### src/design/qbwd_pkg.sv
// Shared types and constants for the encoded-word payload decoder.
package qbwd_pkg;

  localparam logic [1:0] KIND_DATA    = 2'd0;
  localparam logic [1:0] KIND_END_OK  = 2'd1;
  localparam logic [1:0] KIND_END_ERR = 2'd2;

  localparam logic MODE_Q = 1'b0;
  localparam logic MODE_B = 1'b1;

  localparam logic [7:0] CHAR_SPACE = 8'h20;
  localparam logic [7:0] CHAR_QMARK = 8'h3f;
  localparam logic [7:0] CHAR_EQ    = 8'h3d;
  localparam logic [7:0] CHAR_UNDER = 8'h5f;
  localparam logic [7:0] CHAR_CR    = 8'h0d;
  localparam logic [7:0] CHAR_LF    = 8'h0a;
  localparam logic [7:0] CHAR_NUL   = 8'h00;

  localparam logic [15:0] COUNT_MAX = 16'hffff;

  // classified input byte, front to back
  typedef struct packed {
    logic       mode;
    logic       term;
    logic       crlf;
    logic       eq;
    logic       under;
    logic       hex_ok;
    logic [3:0] hex_val;
    logic       b64_ok;
    logic [5:0] b64_val;
    logic [7:0] data;
  } class_t;

  // one result beat
  typedef struct packed {
    logic [1:0]  kind;
    logic [7:0]  out_byte;
    logic [15:0] run_count;
  } result_t;

endpackage

### src/design/qbwd_fifo.sv
// Small register-based FIFO with a count; push and pop may share a cycle.
module qbwd_fifo
  #(
    parameter int WIDTH = 8,
    parameter int DEPTH = 2   // at least 2
  )
  (
    input  logic             clk,
    input  logic             rst,
    input  logic             push,
    input  logic [WIDTH-1:0] wdata,
    output logic             full,
    input  logic             pop,
    output logic [WIDTH-1:0] rdata,
    output logic             empty
  );

  localparam int AW = $clog2(DEPTH);
  localparam int CW = $clog2(DEPTH + 1);

  logic [WIDTH-1:0] storage [DEPTH];
  logic [AW-1:0]    wr_ptr;
  logic [AW-1:0]    rd_ptr;
  logic [CW-1:0]    count;
  logic             push_ok;
  logic             pop_ok;

  assign full    = (count == CW'(DEPTH));
  assign empty   = (count == '0);
  assign push_ok = push && !full;
  assign pop_ok  = pop && !empty;
  assign rdata   = storage[rd_ptr];

  always_ff @(posedge clk) begin
    if (push_ok) begin
      storage[wr_ptr] <= wdata;
    end
  end

  always_ff @(posedge clk) begin
    if (rst) begin
      wr_ptr <= '0;
      rd_ptr <= '0;
      count  <= '0;
    end else begin
      if (push_ok) begin
        wr_ptr <= (wr_ptr == AW'(DEPTH - 1)) ? '0 : wr_ptr + 1'b1;
      end
      if (pop_ok) begin
        rd_ptr <= (rd_ptr == AW'(DEPTH - 1)) ? '0 : rd_ptr + 1'b1;
      end
      if (push_ok && !pop_ok) begin
        count <= count + 1'b1;
      end else if (pop_ok && !push_ok) begin
        count <= count - 1'b1;
      end
    end
  end

endmodule

### src/design/qbwd_front.sv
// Front end: mode register and per-byte character classification.
module qbwd_front
  import qbwd_pkg::*;
  (
    input  logic       clk,
    input  logic       rst,
    input  logic       cfg_we,
    input  logic       cfg_wdata,
    input  logic [7:0] in_byte,
    output class_t     cls
  );

  logic mode;

  function automatic logic [4:0] hex_decode(input logic [7:0] c);
    logic [7:0] d;
    d = 8'h00;
    if (c >= 8'h30 && c <= 8'h39) begin
      d = c - 8'h30;
      return {1'b1, d[3:0]};
    end
    if (c >= 8'h61 && c <= 8'h66) begin
      d = c - 8'h57;
      return {1'b1, d[3:0]};
    end
    if (c >= 8'h41 && c <= 8'h46) begin
      d = c - 8'h37;
      return {1'b1, d[3:0]};
    end
    return 5'd0;
  endfunction

  function automatic logic [6:0] b64_decode(input logic [7:0] c);
    logic [7:0] d;
    d = 8'h00;
    if (c >= 8'h41 && c <= 8'h5a) begin
      d = c - 8'h41;
      return {1'b1, d[5:0]};
    end
    if (c >= 8'h61 && c <= 8'h7a) begin
      d = c - 8'h47;
      return {1'b1, d[5:0]};
    end
    if (c >= 8'h30 && c <= 8'h39) begin
      d = c + 8'h04;
      return {1'b1, d[5:0]};
    end
    if (c == 8'h2b) return {1'b1, 6'd62};
    if (c == 8'h2f) return {1'b1, 6'd63};
    return 7'd0;
  endfunction

  always_ff @(posedge clk) begin
    if (rst) begin
      mode <= MODE_Q;
    end else if (cfg_we) begin
      mode <= cfg_wdata;
    end
  end

  always_comb begin
    logic [4:0] h;
    logic [6:0] b;
    h = hex_decode(in_byte);
    b = b64_decode(in_byte);
    cls.mode    = mode;
    cls.term    = (in_byte == CHAR_NUL) || (in_byte == CHAR_QMARK);
    cls.crlf    = (in_byte == CHAR_CR) || (in_byte == CHAR_LF);
    cls.eq      = (in_byte == CHAR_EQ);
    cls.under   = (in_byte == CHAR_UNDER);
    cls.hex_ok  = h[4];
    cls.hex_val = h[3:0];
    cls.b64_ok  = b[6];
    cls.b64_val = b[5:0];
    cls.data    = in_byte;
  end

endmodule

### src/design/qbwd_back.sv
// Back end: escape / base64 state, run counter and result generation.
module qbwd_back
  import qbwd_pkg::*;
  (
    input  logic    clk,
    input  logic    rst,
    input  logic    in_valid,
    input  class_t  in_cls,
    output logic    in_pop,
    input  logic    out_full,
    output logic    out_push,
    output result_t out_res
  );

  localparam logic [1:0] ESC_NORMAL = 2'd0;
  localparam logic [1:0] ESC_EQ     = 2'd1;
  localparam logic [1:0] ESC_HEX    = 2'd2;

  logic [1:0]  escape_phase, escape_phase_next;
  logic [3:0]  high_nibble, high_nibble_next;
  logic [11:0] bit_accumulator, bit_accumulator_next;
  logic [3:0]  bits_held, bits_held_next;
  logic        skipping, skipping_next;
  logic [15:0] byte_counter, byte_counter_next;

  logic       take;
  logic       do_data;
  logic [7:0] data_val;
  logic       do_end;
  logic [1:0] end_kind;
  logic       do_clear;
  logic [3:0] held_sum;

  // one beat per cycle whenever a classified byte is waiting and the result queue has room
  assign take   = in_valid && !out_full;
  assign in_pop = take;

  always_comb begin
    escape_phase_next    = escape_phase;
    high_nibble_next     = high_nibble;
    bit_accumulator_next = bit_accumulator;
    bits_held_next       = bits_held;
    skipping_next        = skipping;
    byte_counter_next    = byte_counter;
    do_data  = 1'b0;
    data_val = 8'h00;
    do_end   = 1'b0;
    end_kind = KIND_END_OK;
    do_clear = 1'b0;
    held_sum = bits_held + 4'd6;

    if (take) begin
      if (skipping) begin
        if (in_cls.term) begin
          skipping_next = 1'b0;
          do_clear      = 1'b1;
        end
      end else if (in_cls.mode == MODE_Q) begin
        unique case (escape_phase)
          ESC_EQ: begin
            if (in_cls.crlf) begin
              escape_phase_next = ESC_NORMAL;    // soft line break
            end else if (in_cls.hex_ok) begin
              high_nibble_next  = in_cls.hex_val;
              escape_phase_next = ESC_HEX;
            end else begin
              do_end        = 1'b1;
              end_kind      = KIND_END_ERR;
              skipping_next = !in_cls.term;
            end
          end
          ESC_HEX: begin
            if (in_cls.hex_ok) begin
              escape_phase_next = ESC_NORMAL;
              do_data           = 1'b1;
              data_val          = {high_nibble, in_cls.hex_val};
            end else begin
              do_end        = 1'b1;
              end_kind      = KIND_END_ERR;
              skipping_next = !in_cls.term;
            end
          end
          default: begin
            escape_phase_next = ESC_NORMAL;
            if (in_cls.term) begin
              do_end = 1'b1;
            end else if (in_cls.eq) begin
              escape_phase_next = ESC_EQ;
            end else if (in_cls.under) begin
              do_data  = 1'b1;
              data_val = CHAR_SPACE;
            end else begin
              do_data  = 1'b1;
              data_val = in_cls.data;
            end
          end
        endcase
      end else begin
        if (in_cls.term) begin
          do_end = 1'b1;
        end else if (in_cls.b64_ok) begin
          bit_accumulator_next = {bit_accumulator[5:0], in_cls.b64_val};
          if (held_sum >= 4'd8) begin
            bits_held_next = held_sum - 4'd8;
            do_data        = 1'b1;
            // leftover count is 0, 2 or 4
            case (bits_held_next)
              4'd2:    data_val = bit_accumulator_next[9:2];
              4'd4:    data_val = bit_accumulator_next[11:4];
              default: data_val = bit_accumulator_next[7:0];
            endcase
          end else begin
            bits_held_next = held_sum;
          end
        end
      end
    end

    if (do_data && byte_counter != COUNT_MAX) begin
      byte_counter_next = byte_counter + 1'b1;
    end
    if (do_end || do_clear) begin
      escape_phase_next    = ESC_NORMAL;
      high_nibble_next     = 4'h0;
      bit_accumulator_next = 12'h000;
      bits_held_next       = 4'h0;
      byte_counter_next    = 16'h0000;
    end

    out_push          = do_data || do_end;
    out_res.kind      = do_end ? end_kind : KIND_DATA;
    out_res.out_byte  = do_end ? 8'h00 : data_val;
    out_res.run_count = do_end ? byte_counter : 16'h0000;
  end

  always_ff @(posedge clk) begin
    if (rst) begin
      escape_phase    <= ESC_NORMAL;
      high_nibble     <= 4'h0;
      bit_accumulator <= 12'h000;
      bits_held       <= 4'h0;
      skipping        <= 1'b0;
      byte_counter    <= 16'h0000;
    end else begin
      escape_phase    <= escape_phase_next;
      high_nibble     <= high_nibble_next;
      bit_accumulator <= bit_accumulator_next;
      bits_held       <= bits_held_next;
      skipping        <= skipping_next;
      byte_counter    <= byte_counter_next;
    end
  end

endmodule

### src/design/qp_base64_word_decoder.sv
// Q / base64 encoded-word payload decoder, one byte per cycle while neither queue is full.
// A pushed byte is classified combinationally and written into the
//   classified-byte queue; the back end then updates its state and writes
//   any result into the result queue, whose head drives the result ports.
// The back-end update sets the rate and stalls while the result queue is full.
// Reset (synchronous, rst high): both queues empty, mode = Q, decoder state
//   and run counter cleared.
module qp_base64_word_decoder
  import qbwd_pkg::*;
  #(
    parameter int MID_DEPTH = 2,  // classified-byte queue, at least 2
    parameter int OUT_DEPTH = 2   // result queue, at least 2
  )
  (
    input  logic        clk,
    input  logic        rst,
    input  logic        cfg_we,
    input  logic        cfg_wdata,
    input  logic        push,
    output logic        full,
    input  logic [7:0]  in_byte,
    output logic        empty,
    input  logic        pop,
    output logic [1:0]  kind,
    output logic [7:0]  out_byte,
    output logic [15:0] run_count
  );

  class_t  front_cls;
  logic [$bits(class_t)-1:0]  mid_rdata;
  logic    mid_empty;
  logic    back_pop;
  logic    out_full;
  logic    back_push;
  result_t back_res;
  logic [$bits(result_t)-1:0] out_rdata;
  result_t head;

  qbwd_front u_front (
    .clk       (clk),
    .rst       (rst),
    .cfg_we    (cfg_we),
    .cfg_wdata (cfg_wdata),
    .in_byte   (in_byte),
    .cls       (front_cls)
  );

  qbwd_fifo #(
    .WIDTH ($bits(class_t)),
    .DEPTH (MID_DEPTH)
  ) u_mid_q (
    .clk   (clk),
    .rst   (rst),
    .push  (push),
    .wdata (front_cls),
    .full  (full),
    .pop   (back_pop),
    .rdata (mid_rdata),
    .empty (mid_empty)
  );

  qbwd_back u_back (
    .clk      (clk),
    .rst      (rst),
    .in_valid (!mid_empty),
    .in_cls   (class_t'(mid_rdata)),
    .in_pop   (back_pop),
    .out_full (out_full),
    .out_push (back_push),
    .out_res  (back_res)
  );

  qbwd_fifo #(
    .WIDTH ($bits(result_t)),
    .DEPTH (OUT_DEPTH)
  ) u_out_q (
    .clk   (clk),
    .rst   (rst),
    .push  (back_push),
    .wdata (back_res),
    .full  (out_full),
    .pop   (pop),
    .rdata (out_rdata),
    .empty (empty)
  );

  assign head      = result_t'(out_rdata);
  assign kind      = head.kind;
  assign out_byte  = head.out_byte;
  assign run_count = head.run_count;

endmodule
### config.mk
export PLATFORM = sky130hd
export DESIGN_NAME = qp_base64_word_decoder
export DESIGN_NICKNAME = d
export VERILOG_FILES = /design/src/design/qbwd_pkg.sv /design/src/design/qbwd_fifo.sv /design/src/design/qbwd_front.sv /design/src/design/qbwd_back.sv /design/src/design/qp_base64_word_decoder.sv
export SDC_FILE = /design/constraint.sdc
export NUM_CORES = 1
export LEC_CHECK = 0
export BUFFER_PORTS_ARGS = -buffer_cell sky130_fd_sc_hd__buf_2
export CAP_MARGIN = 10
export CORE_ASPECT_RATIO = 0.8
export CORE_MARGIN = 4
export CORE_UTILIZATION = 55
export CTS_CLUSTER_SIZE = 40
export DETAILED_ROUTE_END_ITERATION = 8
export GPL_ROUTABILITY_DRIVEN = 0
export PLACE_DENSITY = 0.81
export SYNTH_ARGS = -nofsm -noshare
export SYNTH_HDL_FRONTEND = slang
export SYNTH_SLANG_ARGS = --single-unit
### constraint.sdc
create_clock -name clk -period 4.05 [get_ports clk]
set_input_delay 0.405 -clock clk [delete_from_list [all_inputs] [get_ports clk]]
set_output_delay 0.405 -clock clk [all_outputs]
set_load 0.01 [all_outputs]
==> impl_metrics.ini, run 1 <==
[finish]
n_antenna_cell = 0
design_area_mm2 = 0.00786
layout_commonest_cell = edfxtp_1
drive_gt1_share_pct = 20.4
syn_to_final_growth_pct = 13.8
final_cell_mix = edfxtp_1, nor2_1, dfxtp_1
nFillCells = 923
nNetsFinal = 661
fin_util_pct = 64.1
stdcell_count = 814

[synth]
ys_async_sr_fraction_pct = 0
synth_cell_types = 58
synth_edf_count = 102
ys_ff_latch = 144
ys_warn_count = 0
synth-seq-area-share_pct = 56.5
syn-num-nets = 622
synthFlopType = edfxtp_1
avgSynthCellArea_um2 = 11.7
syn_inst = 591
synth_area_mm2 = 0.00690

[cts]
ctsResizeCount = 0
cts_setup_buffers = 0
cts_tree = done
ctsRootBufferMaster = clkbuf_16
clock_latency_ns = 0.42
cts_hold_buf = 0
clkSinkCount = 144
clockBufferDepth = 2
numCtsBuffers = 17
clk_pin_slew_ns = 0.06
htree_num_levels = 4

[power_and_ir_drop]
ir_worst_vdd_mv = 0.437
internal_power_mw = 3.40
swShare_pct = 31.3
power_mw = 4.95
sequentialPowerShare_pct = 41.9
cellPowerDensity_mw_per_mm2 = 630
combPwrFrac_pct = 27.3
p_leak_nw = 2.76
switching_power_mw = 1.55
clock_power_share_pct = 30.8

[min_path]
hold_class = in -> reg

[placed_design]
port-buffer-count = 41
dp_cells = 782
dp_hpwl_um = 9840
postPlaceCellArea_mm2 = 0.00726
post-place-ws_ns = 1.10

[critical_path]
critPathKind = reg -> reg
crit_top_cell = buf_4
endpoint_kind = flop
crit_fanout = 26
cp_slowest_stage_delay_ns = 0.52
cp_cell_sequence = buf_4, mux2_2, a31oi_1, a311o_1, buf_4, nand2b_1, ha_1, or3_1, a21oi_1
crit_path_top_delay_cell = dfxtp_1
cp-start-kind = flop
worstPathRequired_ns = 4.41
critPathArrivalTime_ns = 3.35

[routing]
first_iter_violations = 409
routed_wl_um = 14300
via_per_inst = 6.03
ant_nets = 0
dr.pass1.iters = 5
drc = 0
vias = 4908
wl_per_cell_um = 17.6

[floorplanning]
dieWidth_um = 133
die_area_mm2 = 0.0144
die_h_um = 108
initial_core_util_pct = 56.4
rows = 36
coreArea_mm2 = 0.0123
pin_count = 42

[grt]
grt_usage_pct = 20.5
grt_pass1_vias = 4610
grt_max_degree = 28
antenna_found_initial = 0
grt-ovfl-total = 0
grt_pass1_wl_um = 23100

[timing]
fin_ws_ns = 1.06
maxSlewHeadroom_pct = 23.1
whs_ns = 0.229
skew_ns = 0.00958
clock.fmax_mhz = 334
setup_viol = 0
period_share_pct = 73.9
worst_pin_slew_ns = 1.15
setup_tns_ns = 0
grt_setup_unrepaired = false
post-route-min-period_ns = 2.99
drv_slew = 0
hold_viol = 0

[run_status]
outcome = finished clean

[run]
maxCapViolCount = 0
[registers in the layout, indices dropped and copies added (netlist names), named ones only]
name	cells
u_back.byte_counter	16
u_mid_q.wr_ptr	1
u_back.bit_accumulator	6
u_out_q.wr_ptr	1
u_back.escape_phase	2
u_back.high_nibble	4
u_out_q.count	2
u_mid_q.storage	50
u_back.bits_held	2
u_back.skipping	1
u_out_q.storage	52
u_out_q.rd_ptr	1
u_mid_q.count	2
u_front.mode	1
u_mid_q.rd_ptr	1
[cell usage after synthesis (9+ instances only)]
| cell type | count | area share, % |
|---|---|---|
| edfxtp_1 | 102 | 44 |
| inv_1 | 19 | 1.0 |
| a211oi_1 | 13 | 1.4 |
| nor2_1 | 44 | 2.4 |
| o21ai_0 | 18 | 1.3 |
| nand3_1 | 25 | 1.8 |
| ha_1 | 17 | 3.1 |
| dfxtp_1 | 42 | 12 |
| nor3_1 | 20 | 1.4 |
| and2_1 | 17 | 1.5 |
| clkbuf_1 | 21 | 1.1 |
| a21oi_1 | 27 | 2.0 |
| or3_1 | 11 | 1.0 |
| buf_2 | 9 | 0.65 |
| nand2_1 | 27 | 1.5 |
| mux2_2 | 35 | 5.7 |
| mux2i_1 | 27 | 3.9 |
[logic make-up after synthesis]
family                   Yosys count  synth area share, %
multiplexers                      62                 9.62
AO/OA/AOI/OAI                    107                 10.4
buffers and inverters             51                 3.15
XOR/XNOR                          13                 1.65
AND/OR/NAND/NOR                  197                 15.6
flip-flops                       144                 56.5
adder cells (fa/ha/maj)           17                 3.08
[worst paths after layout]
path	start	to	slack [ns]	cells past startpoint
worst min register to register	u_back.escape_phase[0]$_SDFFE_PP0P_	u_back.escape_phase[0]$_SDFFE_PP0P_	0.49	2
worst max register to register	flop	u_out_q.count[1]$_SDFFE_PP0P_	1.06	9
worst min-delay path	cfg_wdata	u_front.mode$_SDFFE_PP0P_	0.23	3
worst max-delay path	flop	u_out_q.count[1]$_SDFFE_PP0P_	1.06	9
[power by group through the flow]
stage | Combinational (mW) | Clock (mW) | Sequential [mW]
after floorplan | 0.981 | 0 | 2.03
after global placement | 1.30 | 0 | 2.08
after detailed placement | 1.34 | 0 | 2.10
after CTS | 1.35 | 1.54 | 2.08
after global routing | 1.48 | 1.62 | 2.11
final | 1.35 | 1.53 | 2.08
[critical path, delay by kind of cell (launching register included)]
| family | cells | cell delay [ns] |
|---|---|---|
| compound gates | 3 | 0.55 |
| buf+inv | 2 | 0.66 |
| flops | 1 | 0.52 |
| fa+ha+maj | 1 | 0.33 |
| mux | 1 | 0.40 |
| simple gates | 2 | 0.46 |
[final cells by class]
type / count / area [um2] / share of cell area [%]
clock buffers: 22 / 510 / 6.50
clock inverters: 10 / 82.6 / 1.05
inverters: 19 / 71.3 / 0.908
multi-input cells: 396 / 2790 / 35.5
flip-flops and latches: 144 / 3900 / 49.7
well taps: 171 / 214 / 2.72
repair buffers: 52 / 288 / 3.66
[layer usage]
| metal | vias to the layer above | GRT usage, % | share of wire, % |
|---|---|---|---|
| li1 | 2324 | - | - |
| met1 | 2315 | 28.4 | 45 |
| met2 | 235 | 31.3 | 46 |
| met3 | 34 | 5.12 | 7.8 |
| met4 | 0 | 7.86 | 1.9 |
| met5 | - | 0 | 0 |
Note: power is estimated with default switching activity, not from simulation.
==> inputs of run 2 (changes only) <==
--- a/config.mk
+++ b/config.mk
@@ -13,7 +13,7 @@
 export CTS_CLUSTER_SIZE = 40
 export DETAILED_ROUTE_END_ITERATION = 8
 export GPL_ROUTABILITY_DRIVEN = 0
-export PLACE_DENSITY = 0.81
+export PLACE_DENSITY = 0.84
 export SYNTH_ARGS = -nofsm -noshare
 export SYNTH_HDL_FRONTEND = slang
 export SYNTH_SLANG_ARGS = --single-unit
==> constraint.sdc (replaced) <==
create_clock -name clk -period 2.5 [get_ports clk]
set_input_delay 0.25 -clock clk [delete_from_list [all_inputs] [get_ports clk]]
set_output_delay 0.25 -clock clk [all_outputs]
set_load 0.01 [all_outputs]
==> run 2 against run 1 <==
- worst setup slack lost 1.0 ns
- routed wire length rose by 9.9%
- clock power increased by 63%
- critical endpoint is now u_back.byte_counter[12]$_SDFFE_PP0P_
- register-to-register slack worse by 1.0 ns
- largest power group unchanged
==> impl_metrics.ini, run 2 (synthesis gave the netlist of run 1 again) <==
[power_and_ir_drop]
sequentialPowerShare_pct = 40.2
clock_power_share_pct = 30.1
p_leak_nw = 2.83
ir_worst_vdd_mv = 0.553
combPwrFrac_pct = 29.6
cellPowerDensity_mw_per_mm2 = 1030
swShare_pct = 31.2
internal_power_mw = 5.69
switching_power_mw = 2.57

[routing]
drc = 0
ant_nets = 0
first_iter_violations = 503
dr.pass1.iters = 5
wl_per_cell_um = 19.1
vias = 5161
via_per_inst = 6.24
routed_wl_um = 15800

[finish]
drive_gt1_share_pct = 22.9
nNetsFinal = 674
syn_to_final_growth_pct = 16.6
final_cell_mix = edfxtp_1, nor2_1, buf_2
n_antenna_cell = 0
multi_input_area_mm2 = 0.00285
regArea_mm2 = 0.00391
reg_top3 = u_out_q.storage: 52 flops, u_mid_q.storage: 50 flops, u_back.byte_counter: 16 flops
nFillCells = 863
regMostFlops = u_out_q.storage
largest_reg_flops = 52
fin_util_pct = 65.7
layout_commonest_cell = edfxtp_1

[timing]
worst_pin_slew_ns = 0.683
maxSlewHeadroom_pct = 53.8
whs_ns = 0.0720
period_share_pct = 98.9
setup_viol = 0
post-route-min-period_ns = 2.47
drv_slew = 0
hold_viol = 0
skew_ns = 0.00657
grt_setup_unrepaired = true
clock.fmax_mhz = 404

[run_status]
outcome = finished clean

[grt]
grt_usage_pct = 22.5
grt_pass1_vias = 4988
grt-ovfl-total = 0
grt_max_degree = 28
gr-usage-met2_pct = 36.1
grt_use_met3_pct = 5.53
antenna_found_initial = 0
grt_pass1_wl_um = 25500
grt_use_met1_pct = 29.5
busiest_layer = met2

[cts]
clk_pin_slew_ns = 0.06
cts_tree = done
ctsRootBufferMaster = clkbuf_16
clock_latency_ns = 0.42
numCtsBuffers = 17
htree_num_levels = 4
clkSinkCount = 144
cts_hold_buf = 0
cts_setup_buffers = 0
clockBufferDepth = 2

[floorplanning]
dieWidth_um = 133
die_area_mm2 = 0.0144
die_h_um = 108
rows = 36
initial_core_util_pct = 56.4
pin_count = 42
coreArea_mm2 = 0.0123

[critical_path]
critPathKind = reg -> reg
cp-start-kind = flop
crit_fanout = 23
worstPathRequired_ns = 2.84
critPathArrivalTime_ns = 2.81
endpoint_kind = flop

[placed_design]
port-buffer-count = 41
dp_hpwl_um = 10300

[min_path]
hold_class = in -> reg

[run]
maxCapViolCount = 0
==> run 2: worst max-delay path, stage by stage, from the launching register on <==
cell and delay (ns):
dfxtp_1 0.36, inv_1 0.09, ha_4 0.30, nor4b_4 0.23, nor2_1 0.10, a311o_1 0.36
buf_4 0.23, or4_1 0.54, a21oi_1 0.18
==> run 2: layer usage <==
layer	vias up	part of all wire (%)
met3	55	8.2
met1	2463	41
met4	0	3.2
met2	296	48
met5	-	0
li1	2347	-
==> run 2: layout make-up <==
class / instances / share of cell area [%]
tap: 171 / 2.66
clock buffer: 20 / 5.67
inverter: 19 / 0.886
timing repair buffer: 65 / 5.10
clock inverter: 12 / 1.65
sequential: 144 / 48.6
multi-input combinational: 396 / 35.5
==> run 2: final timing paths <==
path	startpoint	to	slack, ns	depth (start not counted)
max	u_back.escape_phase[0]$_SDFFE_PP0P_	u_back.byte_counter[12]$_SDFFE_PP0P_	0.03	8
min	cfg_wdata	u_front.mode$_SDFFE_PP0P_	0.07	3
max reg2reg	u_back.escape_phase[0]$_SDFFE_PP0P_	u_back.byte_counter[12]$_SDFFE_PP0P_	0.03	8
min reg2reg	u_front.mode$_SDFFE_PP0P_	u_mid_q.storage[1][24]$_DFFE_PP_	0.50	0
==> run 2: repair_timing <==
action                     4_1_cts  5_1_grt
pin swaps                        0        1
gates resized for setup          4        6
setup endpoints to repair        6       34
cloned                           0        0
==> run 2: per-stage QoR <==
stage               power (mW)  TNS (ns)  cells  setup slack (ns)  instance area, um2
floorplan                 4.89         0    591            0.0158                6920
global placement          5.60         0    795             0.119                7400
detailed placement        5.70   -0.0490    795           -0.0439                7400
CTS                       8.25         0    827            0.0201                8020
global route              8.64   -0.0438    827           -0.0188                8050
finish                    8.26         0    827            0.0275                8050
==> run 2: power by group through the flow <==
stage / Sequential, mW / Clock (mW) / Combinational (mW)
after floorplan: 3.29 / 0 / 1.60
after global placement: 3.32 / 0 / 2.28
after detailed placement: 3.35 / 0 / 2.35
after CTS: 3.31 / 2.51 / 2.42
after global routing: 3.36 / 2.64 / 2.64
final: 3.32 / 2.49 / 2.45
==> inputs of run 3 (changes only) <==
--- a/config.mk
+++ b/config.mk
@@ -5,6 +5,7 @@
 export SDC_FILE = /design/constraint.sdc
 export NUM_CORES = 1
 export LEC_CHECK = 0
+export ABC_AREA = 1
 export BUFFER_PORTS_ARGS = -buffer_cell sky130_fd_sc_hd__buf_2
 export CAP_MARGIN = 10
 export CORE_ASPECT_RATIO = 0.8
==> run 3 against run 2 <==
- clock-buffer cell count shrank 3
- first-iteration DRC count up 17%
- synthesized cell count increased by 28%
- clock skew about the same
- sequential power grew 2%
==> impl_metrics.ini, run 3 <==
[cts]
cts_tree = done
clockBufferDepth = 2
clkSinkCount = 144
ctsRootBufferMaster = clkbuf_16
clk_pin_slew_ns = 0.06
htree_num_levels = 4
clock_latency_ns = 0.42
numCtsBuffers = 17

[synth]
synth_edf_count = 102
synth-xor-area-share_pct = 1.94
synthAdderAreaFrac_pct = 2.94
synth_area_mm2 = 0.00724
yosysTopAreaCell = edfxtp_1
synth_cell_types = 48
ys_ff_latch = 144
yosys.area_share.simple_pct = 20.7
synthTopCellsByCount = nand2_1, edfxtp_1, inv_1
synth_top_family_by_area = simple AND/OR/NAND/NOR gates
synthFlopType = edfxtp_1
avgSynthCellArea_um2 = 9.60
yosys-top-cells-area = edfxtp_1, dfxtp_1, nand2_1
synth-compound-area-share_pct = 10.1
syn_inst = 754
ys_async_sr_fraction_pct = 0
ys_warn_count = 0
syn-num-nets = 785
synth.area.mux_share_pct = 4.32
synth-seq-area-share_pct = 53.9
synth.most_common_cell = nand2_1
synth_top_area_share_pct = 42.3

[placed_design]
post-place-ws_ns = 0.128
dp_hpwl_um = 11000
port-buffer-count = 41

[finish]
nFillCells = 1006
n_antenna_cell = 0
drive_gt1_share_pct = 21.1
syn_to_final_growth_pct = 14.5
fin_util_pct = 64.4
reg_top3 = u_out_q.storage: 52 flops, u_mid_q.storage: 50 flops, u_back.byte_counter: 16 flops
layout_commonest_cell = nand2_1
nNetsFinal = 844
regMostFlops = u_out_q.storage
largest_reg_flops = 52
final_cell_mix = nand2_1, edfxtp_1, inv_1

[min_path]
min_to = u_front.mode$_SDFFE_PP0P_
min-delay-start = cfg_wdata
hold_depth = 3
hold_class = in -> reg

[routing]
vias = 5514
drc = 0
ant_nets = 0
dr.pass1.iters = 5
first_iter_violations = 586
via_per_inst = 5.51
wl_per_cell_um = 15.5
routed_wl_um = 15500

[critical_path]
endpoint_kind = flop
crit_fanout = 7
timing.rr.end = u_out_q.count[1]$_SDFFE_PP0P_
cp-start-kind = flop
worstPathRequired_ns = 2.80
ff2ff_path_depth = 12
critPathArrivalTime_ns = 2.61
reg2reg_slack_ns = 0.20
critPathKind = reg -> reg
rr_startpoint = u_back.escape_phase[0]$_SDFFE_PP0P_

[floorplanning]
coreArea_mm2 = 0.0129
pin_count = 42
initial_core_util_pct = 56.3
dieWidth_um = 136
die_h_um = 111
rows = 37
die_area_mm2 = 0.0151

[grt]
grt_pass1_wl_um = 25400
busiest_layer = met2
grt_max_degree = 29
gr-usage-met2_pct = 31.5
grt-ovfl-total = 0
grt_use_met3_pct = 5.46
grt_use_met1_pct = 31.5
antenna_found_initial = 0
grt_usage_pct = 21.6
grt_pass1_vias = 5050

[timing]
clock.fmax_mhz = 434
setup_tns_ns = 0
fin_ws_ns = 0.196
worst_pin_slew_ns = 0.449
drv_slew = 0
period_share_pct = 92.1
skew_ns = 0.00635
setup_viol = 0
grt_setup_unrepaired = false
maxSlewHeadroom_pct = 69.8
hold_viol = 0
post-route-min-period_ns = 2.30

[run]
maxCapViolCount = 0

[power_and_ir_drop]
combPwrFrac_pct = 34.7
ir_worst_vdd_mv = 0.905
p_leak_nw = 3.10
cellPowerDensity_mw_per_mm2 = 1070
clock_power_share_pct = 26.9
internal_power_mw = 5.62
switching_power_mw = 3.23
sequentialPowerShare_pct = 38.4
swShare_pct = 36.5

[run_status]
outcome = finished clean
==> run 3: repair_timing <==
| item | in CTS | in global routing |
|---|---|---|
| setup endpoints to repair | 0 | 1 |
| setup buffers | 0 | 1 |
| endpoints found under the hold margin | 1 | 0 |
| hold buffers | 1 | 0 |
| resized for setup | 0 | 2 |
==> run 3: cells by family after synthesis <==
family	after synthesis
and+or+nand+nor	330
muxes	28
xor gates and xnor gates	16
adders and majority gates	17
AOI/OAI and AO/OA	122
buffers and inverters	97
DFF	144
==> run 3: power by group through the flow <==
stage	sequential [mW]	clock, mW	combinational, mW
final	3.40	2.38	3.07
after global routing	3.44	2.52	3.38
after CTS	3.40	2.41	3.05
after detailed placement	3.43	0	3.00
after global placement	3.41	0	2.96
after floorplan	3.37	0	2.21
==> run 3: how the worst max path moves through the flow <==
stage	start	end	slack, ns	cells past startpoint
after floorplan	u_back.escape_phase[0]$_SDFFE_PP0P_	u_out_q.storage[0][0]$_DFFE_PP_	0.19	8
after global placement	flop	u_out_q.count[1]$_SDFFE_PP0P_	0.30	14
after detailed placement	flop	u_out_q.count[1]$_SDFFE_PP0P_	0.13	14
after CTS	flop	u_out_q.count[1]$_SDFFE_PP0P_	0.1	14
after global routing	u_back.escape_phase[0]$_SDFFE_PP0P_	u_out_q.count[1]$_SDFFE_PP0P_	0.02	13
final	u_back.escape_phase[0]$_SDFFE_PP0P_	u_out_q.count[1]$_SDFFE_PP0P_	0.20	12
==> run 3: worst max-delay path, stage by stage (launching register included) <==
cell,delay [ns]
dfxtp_1,0.35
inv_1,0.05
ha_1,0.38
nor2_4,0.19
nand3_2,0.13
nor2_2,0.17
nor2_2,0.05
nand2_1,0.10
ha_1,0.26
a21oi_1,0.12
o21ai_0,0.14
o21ai_1,0.17
a21oi_1,0.07
==> run 3: final cells by class <==
class	instances	area (um2)	share of cell area [%]
Sequential cell	144	3910	47.1
Multi-Input combinational cell	513	2930	35.3
Clock buffer	17	425	5.13
Timing Repair Buffer	60	388	4.68
Inverter	77	297	3.58
Tap cell	175	219	2.64
Clock inverter	14	135	1.63
==> run 3: per-layer routing <==
metal	part of all wire, %	vias up
met3	10	32
met2	43	281
met4	1.9	0
li1	-	2695
met1	45	2506
met5	0	-
==> run 3: per-stage QoR <==
step                power [mW]  instance area [um2]  std cells  hold slack [ns]
finish                    8.84                 8290       1000           0.0550
global route              9.33                 8290       1000           0.0505
detailed placement        6.44                 7710        967            0.443
CTS                       8.85                 8290        999           0.0386
floorplan                 5.58                 7260        754            0.344
global placement          6.37                 7710        967            0.436
